[src/hdl/mm64_pkg.sv]
package mm64_pkg;

	localparam int FIELD_W = 64;
	localparam int STATUS_W = 2;
	localparam int QUEUE_DEPTH = 4;
	localparam int QUEUE_AW = 2;

	localparam logic [STATUS_W-1:0] STATUS_OK = 2'd0;
	localparam logic [STATUS_W-1:0] STATUS_QUOT_OVF = 2'd1;
	localparam logic [STATUS_W-1:0] STATUS_MOD_ZERO = 2'd2;

	typedef struct packed {
		logic [FIELD_W-1:0] operand_a;
		logic [FIELD_W-1:0] operand_b;
		logic [FIELD_W-1:0] modulus;
	} item_t;

	typedef struct packed {
		logic [FIELD_W-1:0] remainder;
		logic [STATUS_W-1:0] status;
	} result_t;

	typedef struct packed {
		logic valid;
		logic ready;
	} link_t;

endpackage

[src/hdl/mm64_queue.sv]
module mm64_queue #(
	parameter int DW = 193
) (
	input  logic          clk,
	input  logic          arst_n,
	input  logic          wr_valid,
	output logic          wr_ready,
	input  logic [DW-1:0] wr_data,
	output logic          rd_valid,
	input  logic          rd_ready,
	output logic [DW-1:0] rd_data
);

	logic [DW-1:0]                 mem_q [mm64_pkg::QUEUE_DEPTH];
	logic [mm64_pkg::QUEUE_AW-1:0] wr_ptr_q;
	logic [mm64_pkg::QUEUE_AW-1:0] rd_ptr_q;
	logic [mm64_pkg::QUEUE_AW:0]   count_q;
	logic                          do_wr;
	logic                          do_rd;

	assign wr_ready = (count_q != (mm64_pkg::QUEUE_AW+1)'(mm64_pkg::QUEUE_DEPTH));
	assign rd_valid = (count_q != '0);
	assign do_wr = wr_valid && wr_ready;
	assign do_rd = rd_valid && rd_ready;
	assign rd_data = mem_q[rd_ptr_q];

	always_ff @(posedge clk or negedge arst_n) begin
		if (!arst_n) begin
			wr_ptr_q <= '0;
			rd_ptr_q <= '0;
			count_q <= '0;
		end else begin
			if (do_wr) begin
				wr_ptr_q <= wr_ptr_q + 1'b1;
			end
			if (do_rd) begin
				rd_ptr_q <= rd_ptr_q + 1'b1;
			end
			if (do_wr && !do_rd) begin
				count_q <= count_q + 1'b1;
			end else if (do_rd && !do_wr) begin
				count_q <= count_q - 1'b1;
			end
		end
	end

	always_ff @(posedge clk) begin
		if (do_wr) begin
			mem_q[wr_ptr_q] <= wr_data;
		end
	end

endmodule

[config.mk]
export PLATFORM = sky130hd
export DESIGN_NAME = mm64_queue
export DESIGN_NICKNAME = d
export VERILOG_FILES = /design/src/hdl/mm64_pkg.sv /design/src/hdl/mm64_queue.sv
export SDC_FILE = /design/constraint.sdc
export NUM_CORES = 1
export LEC_CHECK = 0
export ABC_CLOCK_PERIOD_IN_PS = 6500
export BUFFER_PORTS_ARGS = -buffer_cell sky130_fd_sc_hd__buf_4
export CAP_MARGIN = 5
export CORE_UTILIZATION = 35
export CTS_CLUSTER_DIAMETER = 30
export DETAILED_ROUTE_END_ITERATION = 8
export GPL_ROUTABILITY_DRIVEN = 0
export PLACE_DENSITY = 0.53
export SYNTH_ARGS = -nofsm -noshare
export SYNTH_HDL_FRONTEND = slang
export SYNTH_SLANG_ARGS = --single-unit
[constraint.sdc]
create_clock -name clk -period 6.5 [get_ports clk]
set_input_delay 0 -clock clk [delete_from_list [all_inputs] [get_ports clk]]
set_output_delay 0 -clock clk [all_outputs]
set_load 0.01 [all_outputs]
# Word-level counts from Yosys, hierarchy flattened

Memories as Yosys holds them, arrays and structs flattened.
Index checks and enable logic that the tools add are counted.

Add/subtract/negate cells: 4
Eq/ne operators: 1
Mux-type cells: 4
Reductions and logical operators: 8

Operators by type and width:

| cell                | count |
|---|---|
| $mux 3              | 2 |
| $add 2x1->2 const B | 2 |
| $logic_and 1x1->1   | 4 |
| $add 3x1->3 const B | 1 |
| $ne 3x3->1 const B  | 1 |
| $reduce_bool 3->1   | 1 |
| $sub 3x1->3 const B | 1 |
| $logic_not 1->1     | 2 |
| $mux 1              | 2 |
| $reduce_bool 2->1   | 1 |

Register bits: 7
RAM bits: 772
Bits of input ports: 197
Output and inout port bits: 195
Word-level logic and storage cells: 21
Memories kept: 1

Memories:

| memory | words | bits a word | read ports | clocked after memory_dff | wr ports | line             | RTL |
|---|---|---|---|---|---|---|---|
| mem_q  | 4     | 193         | 1          | 0                        | 1        | mm64_queue.sv:14 | `logic [DW-1:0] mem_q [mm64_pkg::QUEUE_DEPTH];` |

# Depth between registers and ports, before layout

Gate-level depths: netlist of run 1.

Depth after elaboration: 6
Gate-level depth with buffers: 8
Mapped depth without buffers: 8

# Least setup slack after synthesis of run 1

Ideal clock, no wire load.

Path kind: register to register
From: register count_q[0] (netlist name)
To: memory mem_q[0][0] (enable)
Library setup time: 0.577 ns
Data arrival time: 5.176 ns
Required time: 5.923 ns
Path slack: 0.747 ns
Cell stages (with the launch flop): 4
Path buffers: 0
Period minus slack after synthesis: 5.753 ns
Cell sequence: dfrtp_1 nor2_1 a21boi_2 and2_1

Longest elaborated chain between the ends: 4

RTL lines:

| element                      | line             | RTL |
|---|---|---|
| from (decl)                  | mm64_queue.sv:17 | `logic [mm64_pkg::QUEUE_AW:0] count_q;` |
| from (signal assigned)       | mm64_queue.sv:40 | `count_q <= count_q + 1'b1;` |
| from (signal assigned)       | mm64_queue.sv:42 | `count_q <= count_q - 1'b1;` |
| $ne 3x3->1                   | mm64_queue.sv:21 | `assign wr_ready = (count_q != (mm64_pkg::QUEUE_AW+1)'(mm64_pkg::QUEUE_DEPTH));` |
| $logic_and 1x1->1            | mm64_queue.sv:23 | `assign do_wr = wr_valid && wr_ready;` |
| net do_wr                    | mm64_queue.sv:18 | `logic do_wr;` |
| $mux 1                       | mm64_queue.sv:48 | `if (do_wr) begin` |
| $mux 1 (not written as such) | mm64_queue.sv:49 | `mem_q[wr_ptr_q] <= wr_data;` |
| to (decl)                    | mm64_queue.sv:14 |  |

The timed path passes the listed nets, and every way through them passes these cells.

# Worst setup path after layout of run 1

From: register rd_ptr_q[1] (netlist name)
To: output port rd_data[123]

Longest elaborated chain between the ends: 1

RTL lines:

| element                | line             | RTL |
|---|---|---|
| from (decl)            | mm64_queue.sv:16 | `logic [mm64_pkg::QUEUE_AW-1:0] rd_ptr_q;` |
| from (signal assigned) | mm64_queue.sv:37 | `rd_ptr_q <= rd_ptr_q + 1'b1;` |
| $mem_v2 4x193          | -                |  |
| to (decl)              | mm64_queue.sv:11 | `output logic [DW-1:0] rd_data` |

No other way between the ends.

==> results of run 1 <==
[critical path, delay by kind of cell (launching register included)]
family	cells	cell delay [ps]
buffers and inverters	2	1060
DFF	1	690
muxes	1	510
[cells in the mapped netlist]
library cell    n
fa_1            1
or3_1           1
ha_1            5
nand3_1         1
a21boi_2        1
xnor2_1         4
inv_1           3
and2_1          4
mux2_2          2
buf_6          18
edfxtp_1      772
nor2_1          2
clkbuf_1        4
mux4_2        193
xor2_1          2
buf_2          22
nand2_1         2
dfrtp_1         7
[state kept, by name, indices dropped and copies added, names as in the netlist]
| signal | cells |
|---|---|
| count_q | 3 |
| mem_q | 772 |
| wr_ptr_q | 2 |
| rd_ptr_q | 2 |
[repair_timing]
action	in CTS	in global routing
hold buffers	293	0
resized for setup	0	0
hold endpoints to repair	798	0
[cells in the final DEF (no fill, tap or decap), drive strengths merged, types with 3 or more instances in the layout]
| cell type | instances |
|---|---|
| and2 | 4 |
| buf | 403 |
| bufinv | 21 |
| clkbuf | 185 |
| clkinv | 74 |
| clkinvlp | 12 |
| dfrtp | 7 |
| diode | 3 |
| dlygate4sd3 | 293 |
| edfxtp | 772 |
| ha | 5 |
| inv | 8 |
| mux4 | 193 |
| xnor2 | 4 |
[cell families (layout without fill, tap and decap cells)]
logic type	after synthesis	after routing	share of synthesized area, %
AO/OA/AOI/OAI	1	1	0.0398
XOR/XNOR	6	6	0.186
adder cells (fa/ha/maj)	6	6	0.292
buffers and inverters	47	996	1.20
flip-flops	779	779	82.6
multiplexers	195	195	15.5
other	0	3	0
AND/OR/NAND/NOR	10	10	0.182
[stage by stage]
step	power [mW]	instance area (um2)
floorplan	10.0	28300
global placement	12.1	32400
detailed placement	12.2	32400
CTS	20.6	40900
global route	21.1	40900
finish	20.2	40900
[power by group through the flow]
stage	registers (mW)	clock network (mW)	logic, mW
3_5_place_dp	6.99	0	5.20
2_1_floorplan	7.07	0	2.95
6_report	6.89	8.14	5.19
5_1_grt	6.97	8.58	5.58
3_3_place_gp	6.93	0	5.21
4_1_cts	6.90	8.32	5.36
[routing by layer]
| layer | routed length (um) | share of wire, % | vias to the layer above |
|---|---|---|---|
| met5 | 11 | 0.018 | - |
| met4 | 1410 | 2.2 | 2 |
| met3 | 4490 | 7.2 | 107 |
| met2 | 31400 | 50 | 431 |
| met1 | 25400 | 41 | 7500 |
| li1 | - | - | 6260 |
[worst min-delay path by stage]
stage / startpoint / end / slack [ps]
finish: wr_data[28] / mem_q[3][28] / 50
global route: wr_data[59] / mem_q[3][59] / 8
CTS: wr_data[171] / mem_q[2][171] / 0.6
detailed placement: arst_n / wr_ptr_q[1] / -180
global placement: arst_n / wr_ptr_q[1] / -180
floorplan: arst_n / count_q[0] / -300
[final cells by class]
type                       instances  share of cell area (%)
antenna                            3                  0.0184
clock buffer                     185                    10.3
clock inverter                   112                    3.27
inverter                           3                  0.0276
multi-input combinational        218                    11.2
sequential                       779                    57.2
tap                             1050                    3.22
timing repair buffer             696                    14.8
==> impl_metrics.ini, run 1 <==
[power_and_ir_drop]
pwr-share-comb_pct = 25.7
internal-power_mw = 14.7
power_density_nw_per_um2 = 495
leakage_nw = 14.3
p_clk_share_pct = 40.3
ir_worst_vdd_mv = 0.588
switching_share_pct = 27.4
power.share.sequential_pct = 34.1
p_switching_mw = 5.55

[floorplanning]
initial_core_util_pct = 35.6
std_cell_rows = 103
dieHeight_um = 286
fp.dieArea_um2 = 81900
die_w_um = 286
core-area_um2 = 79400
num_io_pins = 392

[routing]
remaining_drc_errors = 0
drt_first_pass_iters = 4
viasPerCell = 4.69
num_vias = 14300
wire_per_inst_um = 20.6
drt_iter0_markers = 711
ant_nets = 0
wl_mm = 62.8

[sta]
min_period_ps = 2990
setup_ws_ps = 3510
rsz0062_at_grt = no
worst_pin_slew_ps = 1060
hold_ws_ps = 51.9
setup-tns-final_ps = 0
hold_viol_final = 0
relSlewSlack_pct = 29.4
post-route-period-util_pct = 46.0
slew_viol_final = 0
clock_skew_ps = 38.4
setup_viol = 0
fmax_ghz = 0.335

[global_routing]
grt_first_pass_wirelength_mm = 95.2
gr-usage-met2_pct = 25.4
grt_max_degree = 140
top_usage_layer = met2
grt_pass1_vias = 16100
track_usage_pct = 15.6
grt_overflow = 0
gr-usage-met3_pct = 5.23
antenna_found_initial = 3
met1_usage_pct = 19.2

[hold_path]
hold_path_depth = 2
holdCritPathClass = input pin to register

[clock_tree]
clk_latency_ps = 710
clkSinkCount = 779
clock-root-buffer = clkbuf_16
numCtsBuffers = 164
cts_setup_buffers = 0
clkTransAtPathRegs_ps = 40
cts_tree = done
cts_buffer_depth = 3
cts_max_level = 4

[yosys]
yosysTopAreaCell = edfxtp_1
synth_nets = 1247
syn_area_per_cell_um2 = 27.1
ys.warnings.count = 0
ys_types = 18
yosys-top-cells-area = edfxtp_1 (82%), mux4_2 (15%), buf_6 (0.72%)
synth_top_area_share_pct = 82.0
ys_ff_latch = 779
synthesis.area_um2 = 28300
synth_cells = 1044
yosysSeqAreaShare_pct = 82.6

[setup_path]
cp-end-kind = output pin
cp-start-kind = register
r2r_slack_ps = 3830
cp_cell_sequence = buf_4 > mux4_2 > buf_4
timing.critical_path.mode_cell = buf_4
cp.required_ps = 6500
criticalPathCategory = register to output pin
slowest_delay_ps = 880
r2r_start = count_q[0]
critPathMaxFanout = 64
worstReg2RegEnd = mem_q[0][126]
critPathLaunch = rd_ptr_q[1]
slowest_stage = buf_4
endpoint = rd_data[123]
arrival_ps = 2990
ff2ff_path_depth = 4

[place]
place_inst = 2453
port-buffer-count = 391
hpwl_mm = 33.6
dp_slack_ps = 3780

[layout]
multiInputGateArea_um2 = 4580
fin_util_pct = 51.5
instances_no_fill = 3046
syn_to_final_growth_pct = 44.6
regArea_um2 = 23400
fillers = 6354
drive_gt1_share_pct = 42.4
layout.nets = 2065

[run_status]
status = finished, final reports clean

[job]
drv_cap = 0
No activity file was read; power rests on OpenSTA's default activity.
==> run 2, diff against run 1 <==
--- a/config.mk
+++ b/config.mk
@@ -5,14 +5,14 @@
 export SDC_FILE = /design/constraint.sdc
 export NUM_CORES = 1
 export LEC_CHECK = 0
-export ABC_CLOCK_PERIOD_IN_PS = 6500
+export ABC_CLOCK_PERIOD_IN_PS = 2610
 export BUFFER_PORTS_ARGS = -buffer_cell sky130_fd_sc_hd__buf_4
 export CAP_MARGIN = 5
 export CORE_UTILIZATION = 35
 export CTS_CLUSTER_DIAMETER = 30
 export DETAILED_ROUTE_END_ITERATION = 8
 export GPL_ROUTABILITY_DRIVEN = 0
-export PLACE_DENSITY = 0.53
+export PLACE_DENSITY = 0.55
 export SYNTH_ARGS = -nofsm -noshare
 export SYNTH_HDL_FRONTEND = slang
 export SYNTH_SLANG_ARGS = --single-unit
==> constraint.sdc (replaced) <==
create_clock -name clk -period 2.61 [get_ports clk]
set_input_delay 0 -clock clk [delete_from_list [all_inputs] [get_ports clk]]
set_output_delay 0 -clock clk [all_outputs]
set_load 0.01 [all_outputs]
==> impl_metrics.ini, run 2 (same netlist as run 1, synthesis figures left out) <==
[routing]
remaining_drc_errors = 0
route.met2.wl_mm = 30.9
drt_first_pass_iters = 5
m1WireLength_mm = 26.0
wire_per_inst_um = 20.7
top_layer_used = met5
wl_met3_mm = 4.57
ant_nets = 0
drt_iter0_markers = 702
wl_mm = 62.9
num_vias = 14300
viasPerCell = 4.70

[clock_tree]
clkTransAtPathRegs_ps = 50
clock-root-buffer = clkbuf_16
cts_tree = done
cts_buffer_depth = 3
cts.repair.resized = 0
clk_latency_ps = 710
clkSinkCount = 779
cts_max_level = 4
numCtsBuffers = 150

[setup_path]
cp-start-kind = register
r2r_slack_ps = 460
critPathMaxFanout = 61
ff2ff_path_depth = 8
criticalPathCategory = register to output pin
cp.required_ps = 2610
arrival_ps = 2420
cp-end-kind = output pin

[sta]
clock_skew_ps = 45.1
worst_pin_slew_ps = 429
setup_viol = 0
min_period_ps = 2420
post-route-period-util_pct = 92.8
slew_viol_final = 0
fmax_ghz = 0.413
hold_viol_final = 0
relSlewSlack_pct = 71.4
rsz0062_at_grt = no

[power_and_ir_drop]
power_mw = 50.1
ir_worst_vdd_mv = 0.860
leakage_nw = 14.4
power_density_nw_per_um2 = 1230

[global_routing]
grt_overflow = 0
grt_pass1_vias = 15900
grt_first_pass_wirelength_mm = 95.4
track_usage_pct = 15.5
grt_max_degree = 62
antenna_found_initial = 4

[layout]
instances_no_fill = 3032
final_common_cell = edfxtp_1
fin_util_pct = 51.3
largest_register = mem_q
top_regs = mem_q (772), count_q (3)
layout.nets = 2063
layout_common_cells = edfxtp_1 (772), buf_4 (437), dlygate4sd3_1 (239)
drive_gt1_share_pct = 45.8
syn_to_final_growth_pct = 44.2
largest_reg_flops = 772

[floorplanning]
initial_core_util_pct = 35.6
fp.dieArea_um2 = 81900
core-area_um2 = 79400
std_cell_rows = 103
die_w_um = 286
num_io_pins = 392
dieHeight_um = 286

[place]
hpwl_mm = 39.2
place_inst = 2515
port-buffer-count = 391

[hold_path]
hold_path_depth = 2
holdCritPathClass = input pin to register

[job]
drv_cap = 0

[run_status]
status = finished, final reports clean
## run 2: path summary, 6_finish.rpt
check	from	end
max	rd_ptr_q[1]	rd_data[60]
min	wr_data[3]	mem_q[2][3]
max reg2reg	count_q[1]	count_q[2]
min reg2reg	count_q[0]	count_q[0]
max in group asynchronous	arst_n	rd_ptr_q[1]
min in group asynchronous	arst_n	count_q[2]
## run 2: layout make-up
cell class	count	area [um2]
tap	1050	1310
inverter	3	11.3
sequential	779	23400
antenna	3	7.51
timing repair buffer	708	6310
fill	6378	38600
clock buffer	162	3800
multi-input combinational	218	4580
clock inverter	109	1360
## run 2: power breakdown
part           internal (mW)  switching (mW)
registers               16.5           0.574
clock network           12.7            6.42
logic                   7.04            6.89
## run 2: what timing repair did
item / CTS / global route
hold buffers: 239 / 0
setup endpoints to repair: 1 / 0
hold endpoints to repair: 789 / 0
setup buffers: 4 / 0
## run 2: per-stage QoR
stage | TNS (ps) | hold slack (ps) | worst slack, ps | area (um2)
5_1_grt | 0 | 6.88 | 92.4 | 40700
3_5_place_dp | 0 | -179 | 471 | 33100
3_3_place_gp | 0 | -181 | 524 | 33100
2_1_floorplan | -760270 | -296 | -985 | 28300
4_1_cts | 0 | 0.226 | 94.1 | 40700
6_report | 0 | 44.3 | 188 | 40700
## run 2: worst max-delay path: stages (launching register included)
cell and delay, ps:
dfrtp_4 680, buf_12 400, mux4_2 440, buf_4 180
## run 2: metal layers
metal	track usage (%)	vias to the layer above
li1	-	6257
met1	19.7	7432
met2	24.8	457
met3	5.09	111
met4	5.53	4
met5	0	-
