[config.mk]
export PLATFORM = sky130hd
export DESIGN_NAME = mm64_front
export DESIGN_NICKNAME = d
export VERILOG_FILES = /design/src/hdl/mm64_pkg.sv /design/src/hdl/mm64_front.sv
export SDC_FILE = /design/constraint.sdc
export NUM_CORES = 1
export LEC_CHECK = 0
export ABC_AREA = 1
export BUFFER_PORTS_ARGS = -buffer_cell sky130_fd_sc_hd__buf_2
export CORE_AREA = 2 2 151 153
export CTS_BUF_LIST = sky130_fd_sc_hd__clkbuf_2 sky130_fd_sc_hd__clkbuf_4 sky130_fd_sc_hd__clkbuf_8
export DETAILED_ROUTE_END_ITERATION = 7
export DIE_AREA = 0 0 153 155
export PLACE_DENSITY_LB_ADDON = 0.12
export SETUP_SLACK_MARGIN = 0.5
export SYNTH_ARGS = -nofsm -noshare
export SYNTH_HDL_FRONTEND = slang
export SYNTH_SLANG_ARGS = --single-unit
[constraint.sdc]
create_clock -name clk -period 12 [get_ports clk]
set_clock_uncertainty 0.15 [all_clocks]
set_input_delay 0.6 -clock clk [delete_from_list [all_inputs] [get_ports clk]]
set_output_delay 0.6 -clock clk [all_outputs]
set_load 0.1 [all_outputs]
[src/hdl/mm64_pkg.sv]
package mm64_pkg;

	localparam int FIELD_W = 64;
	localparam int STATUS_W = 2;
	localparam int QUEUE_DEPTH = 4;
	localparam int QUEUE_AW = 2;

	localparam logic [STATUS_W-1:0] STATUS_OK = 2'd0;
	localparam logic [STATUS_W-1:0] STATUS_QUOT_OVF = 2'd1;
	localparam logic [STATUS_W-1:0] STATUS_MOD_ZERO = 2'd2;

	typedef struct packed {
		logic [FIELD_W-1:0] operand_a;
		logic [FIELD_W-1:0] operand_b;
		logic [FIELD_W-1:0] modulus;
	} item_t;

	typedef struct packed {
		logic [FIELD_W-1:0] remainder;
		logic [STATUS_W-1:0] status;
	} result_t;

	typedef struct packed {
		logic valid;
		logic ready;
	} link_t;

endpackage

[src/hdl/mm64_front.sv]
module mm64_front #(
	parameter int W = 64
) (
	input  logic              clk,
	input  logic              arst_n,
	input  logic              push,
	input  mm64_pkg::item_t   item,
	output logic              full,
	output logic              fwd_valid,
	input  logic              fwd_ready,
	output logic [3*W:0]      fwd_data
);

	logic          valid_q;
	logic [3*W:0]  data_q;
	logic          accept;

	assign full = valid_q && !fwd_ready;
	assign accept = push && !full;
	assign fwd_valid = valid_q;
	assign fwd_data = data_q;

	always_ff @(posedge clk or negedge arst_n) begin
		if (!arst_n) begin
			valid_q <= 1'b0;
		end else if (accept) begin
			valid_q <= 1'b1;
		end else if (fwd_ready) begin
			valid_q <= 1'b0;
		end
	end

	// A zero modulus is flagged here so the back end needs no wide compare for it.
	always_ff @(posedge clk) begin
		if (accept) begin
			data_q <= {(item.modulus[W-1:0] == '0), item.modulus[W-1:0],
				item.operand_b[W-1:0], item.operand_a[W-1:0]};
		end
	end

endmodule

* Word level (Yosys, flattened, before mapping)
Index checks and enable logic that the tools add are counted.
** Operators by class
- Multiplexer cells :: 2
- Reductions and logical operators :: 6
** Operators with widths (number)
- 64-bit logical NOT :: 1
- 1-bit logical AND :: 2
- 1-bit logical NOT :: 2
- 1-bit 2-to-1 mux :: 2
- 2-bit nonzero test :: 1
** Word-level totals
- Register bits :: 194
- Bits of input ports :: 196
- Output and inout port bits :: 195
- Word-level logic and storage cells :: 10

* Depth between registers and ports, before layout
Gate-level depths: netlist (run 1).
- Depth in word-level cells :: 5
- Depth in mapped cells :: 7
- Mapped depth without buffers :: 7

* Worst setup path after synthesis (run 1)
Ideal clock, no wire load.
- Kind :: reg-to-reg
- Start point :: reg valid_q (netlist: fwd_valid)
- End point :: reg data_q[0] (netlist: fwd_data[0]), enable pin
- Library setup time :: 0.748 ns
- Data arrival time :: 9.529 ns
- Required time :: 11.102 ns
- Setup slack :: 1.573 ns
- Cell stages (with the launch flop) :: 4
- Buffers on the path :: 0
- Period minus slack after synthesis :: 10.427 ns
- Cells stage by stage :: dfrtp_1 > nand2_1 > inv_1 > nor2_1
** Between the ends
- Longest elaborated chain between the ends :: 3
** Ends and longest elaborated chain
- start: declaration :: line mm64_front.sv:14 : logic valid_q;
- start signal: assignment :: line mm64_front.sv:25 : valid_q <= 1'b0;
- start signal: assignment :: line mm64_front.sv:27 : valid_q <= 1'b1;
- start signal: assignment :: line mm64_front.sv:29 : valid_q <= 1'b0;
- 1-bit logical AND :: line mm64_front.sv:18 : assign full = valid_q && !fwd_ready;
- via full :: line mm64_front.sv:8 : output logic full,
- 1-bit logical NOT :: line mm64_front.sv:19 : assign accept = push && !full;
- 1-bit logical AND :: line mm64_front.sv:19
- via accept :: line mm64_front.sv:16 : logic accept;
- end signal: assignment :: line mm64_front.sv:36 : data_q <= {(item.modulus[W-1:0] == '0), item.modulus[W-1:0],
- end: declaration :: line mm64_front.sv:15 : logic [3*W:0] data_q;
The timed path passes the listed nets, and every way through them passes these cells.
A chain may end at the register's enable or synchronous reset.

* Worst setup path in the final report (run 1)
- Start point :: reg valid_q (netlist: fwd_valid)
- End point :: reg data_q[74] (netlist: fwd_data[74]), enable pin
** Between the ends
- Longest elaborated chain between the ends :: 3
** Ends and longest elaborated chain (line)
- 1-bit logical AND :: mm64_front.sv:18
- 1-bit logical NOT :: mm64_front.sv:19
- 1-bit logical AND :: mm64_front.sv:19
- via accept :: mm64_front.sv:16
The timed path passes the listed nets, and every way through them passes these cells.

==> results of run 1 <==
## layer usage
layer / vias to the layer above / track usage [%] / wire length [um]
li1: 1843 / - / -
met1: 1903 / 13.39 / 5688
met2: 240 / 23.94 / 8769
met3: 17 / 6.518 / 1764
met4: 4 / 4.762 / 233
met5: - / 0 / 25
## per-stage QoR
| stage | util [%] | hold WS (ns) | total power [W] | instances | cell area [um2] |
|---|---|---|---|---|---|
| 2_1_floorplan | - | 0.1544 | 0.001100 | 275 | 6151 |
| 3_3_place_gp | 38.16 | 0.2278 | 0.001164 | 952 | 8482 |
| 3_5_place_dp | 38.16 | 0.2265 | 0.001167 | 952 | 8482 |
| 4_1_cts | 39.91 | 0.1185 | 0.001585 | 984 | 8871 |
| 5_1_grt | 39.91 | 0.1042 | 0.001620 | 984 | 8871 |
| 6_report | 39.91 | 0.1637 | 0.001562 | 984 | 8871 |
## placed cells by master (no fill, tap or decap), drive strengths merged
cell type / instances
inv: 30
nor2: 33
clkbuf: 17
dlygate4sd3: 1
bufinv: 1
buf: 392
dfrtp: 1
edfxtp: 193
clkinvlp: 2
and2: 3
nand2: 18
nand4: 4
clkinv: 4
## power by group through the flow
stage | logic, W | registers [W] | clock network (W)
2_1_floorplan | 0.0000182 | 0.00108 | 0
3_3_place_gp | 0.000351 | 0.000814 | 0
3_5_place_dp | 0.000352 | 0.000814 | 0
4_1_cts | 0.000353 | 0.000799 | 0.000433
5_1_grt | 0.000361 | 0.000802 | 0.000457
6_report | 0.000350 | 0.000798 | 0.000414
## worst max-delay path, stage by stage, from the launching register on
cell and delay (ns):
dfrtp_1 0.40, nand2_1 0.09, inv_1 0.07, nor2_4 0.70, buf_4 0.87
## sequential cells by signal (all words and copies together), names as in the netlist
name,flops
fwd_data,193
fwd_valid,1
## area by class of cell
class	count	area [um2]
Inverter	23	86.33
Clock inverter	14	145.1
Timing Repair Buffer	393	1977
Clock buffer	17	234.0
Fill cell	2129	13360
Multi-Input combinational cell	58	251.5
Tap cell	285	356.6
Sequential cell	194	5821
## cell families (layout without fill, tap and decap cells)
group,after synthesis,in the layout
buffers and inverters,23,447
and+or+nand+nor,58,58
DFF,194,194
## worst max path at each step
stage / endpoint / slack [ns] / depth (start not counted) / start
after global placement: fwd_data[43]$_DFFE_PP_ / 8.96 / 6 / fwd_ready
after detailed placement: fwd_data[91]$_DFFE_PP_ / 8.88 / 6 / fwd_ready
after floorplan: fwd_data[0]$_DFFE_PP_ / 1.57 / 3 / fwd_valid$_DFFE_PN0P_
after CTS: fwd_data[76]$_DFFE_PP_ / 9.18 / 4 / fwd_valid$_DFFE_PN0P_
final: fwd_data[74]$_DFFE_PP_ / 9.24 / 4 / fwd_valid$_DFFE_PN0P_
after global routing: fwd_data[159]$_DFFE_PP_ / 8.93 / 4 / fwd_valid$_DFFE_PN0P_
==> results.cfg, run 1 <==
[power]
pwr-share-seq_pct = 51.1
comb_power_share_pct = 22.4
p_leak_nw = 3.811
p_sw_w = 0.0005539
powerDensity_mw_per_mm2 = 176.1
power_frac_clock_pct = 26.5
sw_frac_of_total_pct = 35.45
power.ir.vdd_worst_v = 0.00006088
p_int_w = 0.001008

[worst_setup_path]
r2r_slack_ns = 9.24
worstRegToRegCells = 4
worstReg2RegStart = fwd_valid$_DFFE_PN0P_
crit_required_ns = 11.93
r2r-end = fwd_data[74]$_DFFE_PP_
arrival_ns = 2.69
cp-end-kind = flip-flop
critPathLaunchType = flip-flop
critPathKind = reg2reg
crit_path_max_fanout = 80

[timing]
fmax_mhz = 362.0
worstMarginPinSlew_ns = 1.037
rsz0062_at_grt = no
min_period_ns = 2.763
maxSlewHeadroom_pct = 30.86
finalWorstSetupSlack_ns = 9.237
slew_viol_final = 0
hold_viol = 0
setup_tns_ns = 0
setup_viol = 0
timing.final.crit_share_pct = 23.02

[clocking]
clock_path_buffers = 2
cts.sinks = 194
cts_hold_buf = 1
cts_buffers = 17
cts_resized = 0
clk_pin_slew_ns = 0.11
htree_levels = 4
cts_root_buffer = clkbuf_8
tritoncts = built
post_cts_buffers = 0
clkLatencyLatePin_ns = 0.44

[detailed_routing]
drtPass1Iterations = 4
routed_wl_mm = 16.48
wl_per_cell_um = 16.75
avgViaCountPerCell = 4.072
drc = 0
drt_iter0_markers = 186
num_vias = 4007
drtAntennaViolNets = 0

[layout]
nets = 883
antenna_cells = 0
drive_gt1_share_pct = 60.80
area_growth_syn_to_layout_pct = 44.22

[hold_path]
whs_path_depth = 1
hold_path_end = fwd_data[9]$_DFFE_PP_
hold_path_startpoint = item[137]
min_path_type = in2reg

[synth]
synth_nets = 471
seq_area_frac_synth_pct = 94.63
async_flop_share_pct = 0.5155
synth_area_mm2 = 0.006151
synthAdderAreaFrac_pct = 0
syn_area_per_cell_um2 = 22.37
synth_enable_flop_cells = 193
yosys.cell_types.count = 9
synth_compound_area_share_pct = 0
synthSimpleGateAreaFrac_pct = 3.967
synth-xor-area-share_pct = 0
synth_top_area_cell = edfxtp_1
synthTopCellsByArea = edfxtp_1 (94%), nor2_1 (2.0%), inv_1 (1.4%), nand2_1 (1.1%), dfrtp_1 (0.41%)
yosys_register_bits = 194
synth_ff_type = edfxtp_1
synthTopCellsByCount = edfxtp_1 (193), nor2_1 (32), inv_1 (23)
synthMuxAreaShare_pct = 0
synth_top_family_by_area = simple AND/OR/NAND/NOR gates
synth_top_area_share_pct = 94.22
ys.warnings.count = 0
synthCells = 275
yosysMostFrequentCell = edfxtp_1

[status]
status = finished, final reports clean

[die]
row_count = 55
start_util_pct = 27.67
die_h_um = 155
die_w_um = 153
core_area_mm2 = 0.02223
num_io_pins = 391
die_area_mm2 = 0.02372

[global_route]
grt_first_pass_wirelength_mm = 23.20
first_global_vias = 4093
antenna_found_initial = 2
grt_max_degree = 82
grt_overflow_total = 0
grt_usage_pct = 13.31

[flow_run]
drv_cap = 0

[place]
port_buffers = 390
place_ws_ns = 8.883
place.gp.congestion = 0.7449
dp.final_hpwl_mm = 12.73
Power figures use the tool's default switching activity.
==> run 2: changes to the inputs <==
--- a/config.mk
+++ b/config.mk
@@ -5,12 +5,12 @@
 export SDC_FILE = /design/constraint.sdc
 export NUM_CORES = 1
 export LEC_CHECK = 0
-export ABC_AREA = 1
+export ABC_AREA = 0
 export BUFFER_PORTS_ARGS = -buffer_cell sky130_fd_sc_hd__buf_2
-export CORE_AREA = 2 2 151 153
+export CORE_AREA = 2 2 153 155
 export CTS_BUF_LIST = sky130_fd_sc_hd__clkbuf_2 sky130_fd_sc_hd__clkbuf_4 sky130_fd_sc_hd__clkbuf_8
 export DETAILED_ROUTE_END_ITERATION = 7
-export DIE_AREA = 0 0 153 155
+export DIE_AREA = 0 0 155 157
 export PLACE_DENSITY_LB_ADDON = 0.12
 export SETUP_SLACK_MARGIN = 0.5
 export SYNTH_ARGS = -nofsm -noshare
==> constraint.sdc (replaced) <==
create_clock -name clk -period 2.49 [get_ports clk]
set_clock_uncertainty 0.15 [all_clocks]
set_input_delay 0.1245 -clock clk [delete_from_list [all_inputs] [get_ports clk]]
set_output_delay 0.1245 -clock clk [all_outputs]
set_load 0.1 [all_outputs]
==> run 2 against run 1 <==
The flow now stops in clock tree synthesis (4_1_cts); synthesized area is 2.7% lower; synthesized cell count fell by 20%.
==> results.cfg, run 2 <==
[status]
error_line = [ERROR RSZ-0060] Max buffer count reached.
stop_stage = clock tree synthesis (4_1_cts)
status = aborted with a tool error

[synth]
yosys_register_bits = 194
synth_top_area_share_pct = 96.80
ys.warnings.count = 0
synth_area_mm2 = 0.005987
synthTopCellsByArea = edfxtp_1 (97%), nor4_1 (1.6%), dfrtp_1 (0.42%), nand4_1 (0.42%), nor4_2 (0.42%)
seq_area_frac_synth_pct = 97.22
synthTopCellsByCount = edfxtp_1 (193), nor4_1 (15), nand4_1 (4)
synth_ff_type = edfxtp_1
synth_enable_flop_cells = 193
yosysMostFrequentCell = edfxtp_1
synth_nets = 415
synthCells = 219
syn_area_per_cell_um2 = 27.34
synth_top_area_cell = edfxtp_1
async_flop_share_pct = 0.5155
yosys.cell_types.count = 8

[clocking]
htree_levels = 4
post_cts_buffers = 0
cts_resized = 0
cts.sinks = 194
clock_path_buffers = 2
cts_hold_buf = 188
cts_root_buffer = clkbuf_8
cts_buffers = 17

[die]
num_io_pins = 391
die_h_um = 157
die_w_um = 155
row_count = 55
start_util_pct = 26.61

[place]
port_buffers = 390
dp_cells = 902
place.gp.congestion = 0.7508
dp.final_hpwl_mm = 13.19
[run 2: changes by cell type after synthesis, sizes merged]
cell,before,now
inv,23,1
and2,3,1
nand2,18,0
nor4,0,17
nand2b,0,2
nor2,33,0
[run 2: kinds of logic after synthesis]
logic type,Yosys count,share of synthesized area (%)
AND/OR/NAND/NOR,24,2.717
buffers and inverters,1,0.06264
flip-flops,194,97.22
[run 2: per-stage QoR]
| step | hold slack (ns) | instance area, um2 | setup slack, ns |
|---|---|---|---|
| floorplan | -0.3211 | 6001 | -0.2057 |
| global placement | -0.2499 | 8407 | 0.6711 |
| detailed placement | -0.2484 | 8407 | 0.6605 |
==> run 3: changes to the inputs <==
==> config.mk (replaced) <==
export PLATFORM = sky130hd
export DESIGN_NAME = mm64_front
export DESIGN_NICKNAME = d
export VERILOG_FILES = /design/src/hdl/mm64_pkg.sv /design/src/hdl/mm64_front.sv
export SDC_FILE = /design/constraint.sdc
export NUM_CORES = 1
export LEC_CHECK = 0
export ABC_AREA = 0
export BUFFER_PORTS_ARGS = -buffer_cell sky130_fd_sc_hd__buf_2
export CORE_MARGIN = 2
export CORE_UTILIZATION = 20
export DETAILED_ROUTE_END_ITERATION = 7
export PLACE_DENSITY_LB_ADDON = 0.15
export SYNTH_ARGS = -nofsm -noshare
export SYNTH_HDL_FRONTEND = slang
export SYNTH_SLANG_ARGS = --single-unit
==> constraint.sdc (replaced) <==
create_clock -name clk -period 3.2 [get_ports clk]
set_clock_uncertainty 0.15 [all_clocks]
set_input_delay 0.16 -clock clk [delete_from_list [all_inputs] [get_ports clk]]
set_output_delay 0.16 -clock clk [all_outputs]
set_load 0.1 [all_outputs]
==> run 3 against run 2 <==
Synthesized area is the same; the flow now finishes without violations; synthesized cell count is the same.
==> results.cfg, run 3 <==
[status]
status = finished, final reports clean

[worst_setup_path]
cp-end-kind = flip-flop
worstRegToRegCells = 3
cp_slowest_cell = and2_4
arrival_ns = 1.93
worstReg2RegStart = fwd_valid$_DFFE_PN0P_
crit_chain = nand2b_1 -> and2_4 -> buf_12
cpPeakStageDelay_ns = 0.61
crit_family = simple AND/OR/NAND/NOR gates
cp.depth = 3
crit_buf_inv = 1
critPathLaunch = fwd_valid$_DFFE_PN0P_
crit_required_ns = 3.16
critPathLaunchType = flip-flop
critPathKind = reg2reg
crit_path_max_fanout = 50

[layout]
area_growth_syn_to_layout_pct = 84.99
most-common-layout-cells = buf_2 (390), dlygate4sd3_1 (196), edfxtp_1 (193)
nFillCells = 2811
antenna_cells = 0
nets = 1026
layout_commonest_cell = buf_2
utilization_pct = 37.47
largest_register_ffs = 193
drive_gt1_share_pct = 50.42

[global_route]
grt_overflow_total = 0
first_global_vias = 5018
grt_usage_pct = 11.81
antenna_found_initial = 0
grt_max_degree = 51
grt_first_pass_wirelength_mm = 27.30

[synth]
seq_area_frac_synth_pct = 97.22
yosysMostFrequentCell = edfxtp_1
synth_top_area_cell = edfxtp_1
synth_area_mm2 = 0.005987
synth_enable_flop_cells = 193
synthCells = 219
synthTopCellsByCount = edfxtp_1 (193), nor4_1 (15), nand4_1 (4)
synth_ff_type = edfxtp_1
synth_top_area_share_pct = 96.80
yosys.cell_types.count = 8
syn_area_per_cell_um2 = 27.34
async_flop_share_pct = 0.5155
synthTopCellsByArea = edfxtp_1 (97%), nor4_1 (1.6%), dfrtp_1 (0.42%), nand4_1 (0.42%), nor4_2 (0.42%)
yosys_register_bits = 194
ys.warnings.count = 0
synth_nets = 415

[detailed_routing]
drt_iter0_markers = 210
wl_per_cell_um = 15.68
drtPass1Iterations = 4
avgViaCountPerCell = 3.719
routed_wl_mm = 19.33
num_vias = 4586
drc = 0
drtAntennaViolNets = 0

[die]
die_h_um = 177.0
die_area_mm2 = 0.03133
core_area_mm2 = 0.02956
num_io_pins = 391
row_count = 63
start_util_pct = 20.25
die_w_um = 177.0

[timing]
setup_viol = 0
hold_viol = 0
maxSlewHeadroom_pct = 48.74
finalWorstSetupSlack_ns = 1.224
rsz0062_at_grt = no
slew_viol_final = 0
worstMarginPinSlew_ns = 0.7618
timing.final.crit_share_pct = 61.76
setup_tns_ns = 0
min_period_ns = 1.976
fmax_mhz = 506.0

[clocking]
post_cts_buffers = 0
clock_path_buffers = 2
htree_levels = 4
cts.sinks = 194
clk_pin_slew_ns = 0.07
cts_root_buffer = clkbuf_16
cts_buffers = 17
tritoncts = built
clkLatencyLatePin_ns = 0.42

[place]
port_buffers = 390
place.gp.congestion = 0.7343
place_ws_ns = 1.192
dp.final_hpwl_mm = 13.89

[power]
p_leak_nw = 4.556
powerDensity_mw_per_mm2 = 609.1
power.ir.vdd_worst_v = 0.0002796

[hold_path]
min_path_type = in2reg
hold_path_startpoint = item[174]
whs_path_depth = 2

[flow_run]
drv_cap = 0
run 3: timing repair:
item | in CTS | in global routing
setup endpoints to repair | 0 | 0
endpoints found under the hold margin | 195 | 0
resized for setup | 0 | 0
hold buffers | 196 | 0
run 3: logic make-up (layout without fill, tap and decap cells):
logic type,Yosys count,after routing,share of synthesized area [%]
simple gates,24,24,2.717
buf+inv,1,625,0.06264
flops,194,194,97.22
run 3: layer usage:
layer,track usage (%),wire [um],vias to the layer above
li1,-,-,2134
met1,12.04,6950,2204
met2,21.81,10320,230
met3,4.274,1738,18
met4,4.614,321,0
met5,0,0,-
run 3: cell type report:
cell class	instances	area, um2	share of cell area, %
timing repair buffer	592	3996	36.08
inverter	1	3.754	0.03389
tap	390	488.0	4.406
clock buffer	21	440.4	3.977
multi-input combinational	24	165.2	1.491
sequential	194	5821	52.55
clock inverter	11	161.4	1.457
run 3: stage by stage:
step | cell area, um2 | power [W] | instances | hold slack (ns)
after floorplan | 5989 | 0.004078 | 219 | -0.2856
after global placement | 8512 | 0.004381 | 1005 | -0.2146
after detailed placement | 8512 | 0.004387 | 1005 | -0.2107
after CTS | 11080 | 0.006829 | 1233 | 0.2627
after global routing | 11080 | 0.006966 | 1233 | 0.2700
final | 11080 | 0.006746 | 1233 | 0.2904
run 3: final timing paths:
path | to | slack (ns)
setup / recovery | fwd_data[43]$_DFFE_PP_ | 1.22
hold / removal | fwd_data[46]$_DFFE_PP_ | 0.29
setup reg to reg | fwd_data[43]$_DFFE_PP_ | 1.22
hold reg to reg | fwd_data[133]$_DFFE_PP_ | 0.93
max in group asynchronous | fwd_valid$_DFFE_PN0P_ | 2.36
min in group asynchronous | fwd_valid$_DFFE_PN0P_ | 0.44
run 3: worst reg2reg max path: cells and delay by family, from the launching register on:
| family | cells | cell delay [ns] |
|---|---|---|
| buf+inv | 1 | 0.36 |
| flops | 1 | 0.39 |
| simple gates | 2 | 0.74 |
run 3: report_power, final:
| part | leakage, nW | switching, W | total [W] | internal, W |
|---|---|---|---|---|
| sequential | 1.85 | 0.0000351 | 0.00300 | 0.00296 |
| combinational | 2.42 | 0.00117 | 0.00151 | 0.000340 |
| clock | 0.286 | 0.000930 | 0.00223 | 0.00130 |
==> run 4: changes to the inputs <==
--- a/config.mk
+++ b/config.mk
@@ -5,7 +5,7 @@
 export SDC_FILE = /design/constraint.sdc
 export NUM_CORES = 1
 export LEC_CHECK = 0
-export ABC_AREA = 0
+export ABC_AREA = 1
 export BUFFER_PORTS_ARGS = -buffer_cell sky130_fd_sc_hd__buf_2
 export CORE_MARGIN = 2
 export CORE_UTILIZATION = 20
==> constraint.sdc (replaced) <==
create_clock -name clk -period 1.7 [get_ports clk]
set_clock_uncertainty 0.15 [all_clocks]
set_input_delay 0.085 -clock clk [delete_from_list [all_inputs] [get_ports clk]]
set_output_delay 0.085 -clock clk [all_outputs]
set_load 0.1 [all_outputs]
==> run 4 against run 3 <==
Critical path depth rose by 3; register-to-register slack got worse by 1.2 ns; clock-buffer cell count fell by 3; setup slack got worse by 1.2 ns; fmax rose by 17%; critical endpoint is now fwd_data[100]$_DFFE_PP_.
==> results.cfg, run 4 (synthesized netlist as in run 1, its figures left out) <==
[power]
p_leak_nw = 4.862
power.ir.vdd_worst_v = 0.0004794
powerDensity_mw_per_mm2 = 1075

[place]
place.gp.congestion = 0.7059
port_buffers = 390
dp_cells = 1084
place_ws_ns = -0.001639
placed_cell_area_mm2 = 0.008869
dp.final_hpwl_mm = 14.55

[detailed_routing]
topRoutingLayerUsed = met4
routed_wl_mm = 19.59
wl_met2_mm = 9.928
drt_iter0_markers = 176
wl_met1_mm = 7.764
num_vias = 4757
drc = 0
wl_met3_mm = 1.554
wl_per_cell_um = 14.92
drtPass1Iterations = 4
avgViaCountPerCell = 3.623
drtAntennaViolNets = 0

[layout]
nFillCells = 2973
final_area_mm2 = 0.01146
most-common-layout-cells = buf_2 (390), dlygate4sd3_1 (196), edfxtp_1 (193)
multiInputGateArea_um2 = 259.0
largest_register_ffs = 193
layout_commonest_cell = buf_2
antenna_cells = 0
utilization_pct = 37.67
nets = 1103
drive_gt1_share_pct = 48.96
area_growth_syn_to_layout_pct = 86.37
seq_area_mm2 = 0.005824
instances_no_fill = 1313

[worst_setup_path]
arrival_ns = 1.67
critPathLaunchType = flip-flop
crit_required_ns = 1.68
cp-end-kind = flip-flop
crit_path_max_fanout = 22
critPathKind = reg2reg

[die]
die_area_mm2 = 0.03217
die_w_um = 179.4
die_h_um = 179.4
core_area_mm2 = 0.03043
num_io_pins = 391
start_util_pct = 20.21
row_count = 64

[clocking]
clock_path_buffers = 2
clk_pin_slew_ns = 0.06
cts.sinks = 194
cts_root_buffer = clkbuf_16
clkLatencyLatePin_ns = 0.42
tritoncts = built
cts_buffers = 17
htree_levels = 4

[global_route]
grt_max_degree = 23
grt_first_pass_wirelength_mm = 26.70
antenna_found_initial = 0
grt_usage_pct = 11.26
grt_overflow_total = 0
first_global_vias = 4993

[timing]
finalWorstSetupSlack_ns = 0.01223
min_period_ns = 1.688
timing.final.crit_share_pct = 99.28
setup_viol = 0
setup_tns_ns = 0
fmax_mhz = 592.5
worstMarginPinSlew_ns = 0.5443
hold_viol = 0
maxSlewHeadroom_pct = 63.96
rsz0062_at_grt = yes
slew_viol_final = 0

[hold_path]
min_path_type = in2reg

[status]
status = finished, final reports clean

[flow_run]
drv_cap = 0
-- run 4: final timing paths --
path | start | depth (start not counted) | end | slack, ns
max | fwd_valid$_DFFE_PN0P_ | 6 | fwd_data[100]$_DFFE_PP_ | 0.01
min | item[66] | 2 | fwd_data[66]$_DFFE_PP_ | 0.22
max reg2reg | fwd_valid$_DFFE_PN0P_ | 6 | fwd_data[100]$_DFFE_PP_ | 0.01
min reg2reg | fwd_valid$_DFFE_PN0P_ | 5 | fwd_data[39]$_DFFE_PP_ | 0.90
max in group asynchronous | arst_n | 3 | fwd_valid$_DFFE_PN0P_ | 0.95
min in group asynchronous | arst_n | 3 | fwd_valid$_DFFE_PN0P_ | 0.33
-- run 4: power breakdown --
group          total [W]  switching [W]  internal (W)
combinational    0.00297        0.00224      0.000727
sequential       0.00565      0.0000705       0.00558
clock            0.00371        0.00172       0.00198
total             0.0123        0.00404       0.00829
-- run 4: stage by stage --
step | power [W] | hold WS, ns
floorplan | 0.007717 | -0.3606
global placement | 0.008325 | -0.2874
detailed placement | 0.008339 | -0.2878
CTS | 0.01248 | 0.1746
global route | 0.01280 | 0.1900
finish | 0.01233 | 0.2181
-- run 4: final cells by class --
type	count	area share, %
Clock buffer	18	3.744
Clock inverter	11	0.8186
Inverter	23	0.7859
Multi-Input combinational cell	58	2.259
Tap cell	396	4.322
Sequential cell	194	50.81
Timing Repair Buffer	613	37.26
-- run 4: timing repair --
| item | CTS | global route |
|---|---|---|
| resized for setup | 0 | 3 |
| endpoints found under the setup margin | 31 | 124 |
| hold buffers | 196 | 0 |
| hold endpoints to repair | 195 | 0 |
| pin swaps | 0 | 1 |
| setup buffers | 0 | 1 |
| cloned | 0 | 3 |
-- run 4: routing by layer --
layer,GRT usage (%),vias to the layer above
met2,19.97,219
met3,3.481,19
li1,-,2293
met5,0,-
met4,4.099,0
met1,12.74,2226
-- run 4: critical path: stages, from the launching register on --
cell	delay, ns
dfrtp_4	0.48
nand2_4	0.07
clkinvlp_4	0.10
nor2_4	0.10
buf_12	0.13
buf_12	0.15
buf_12	0.18
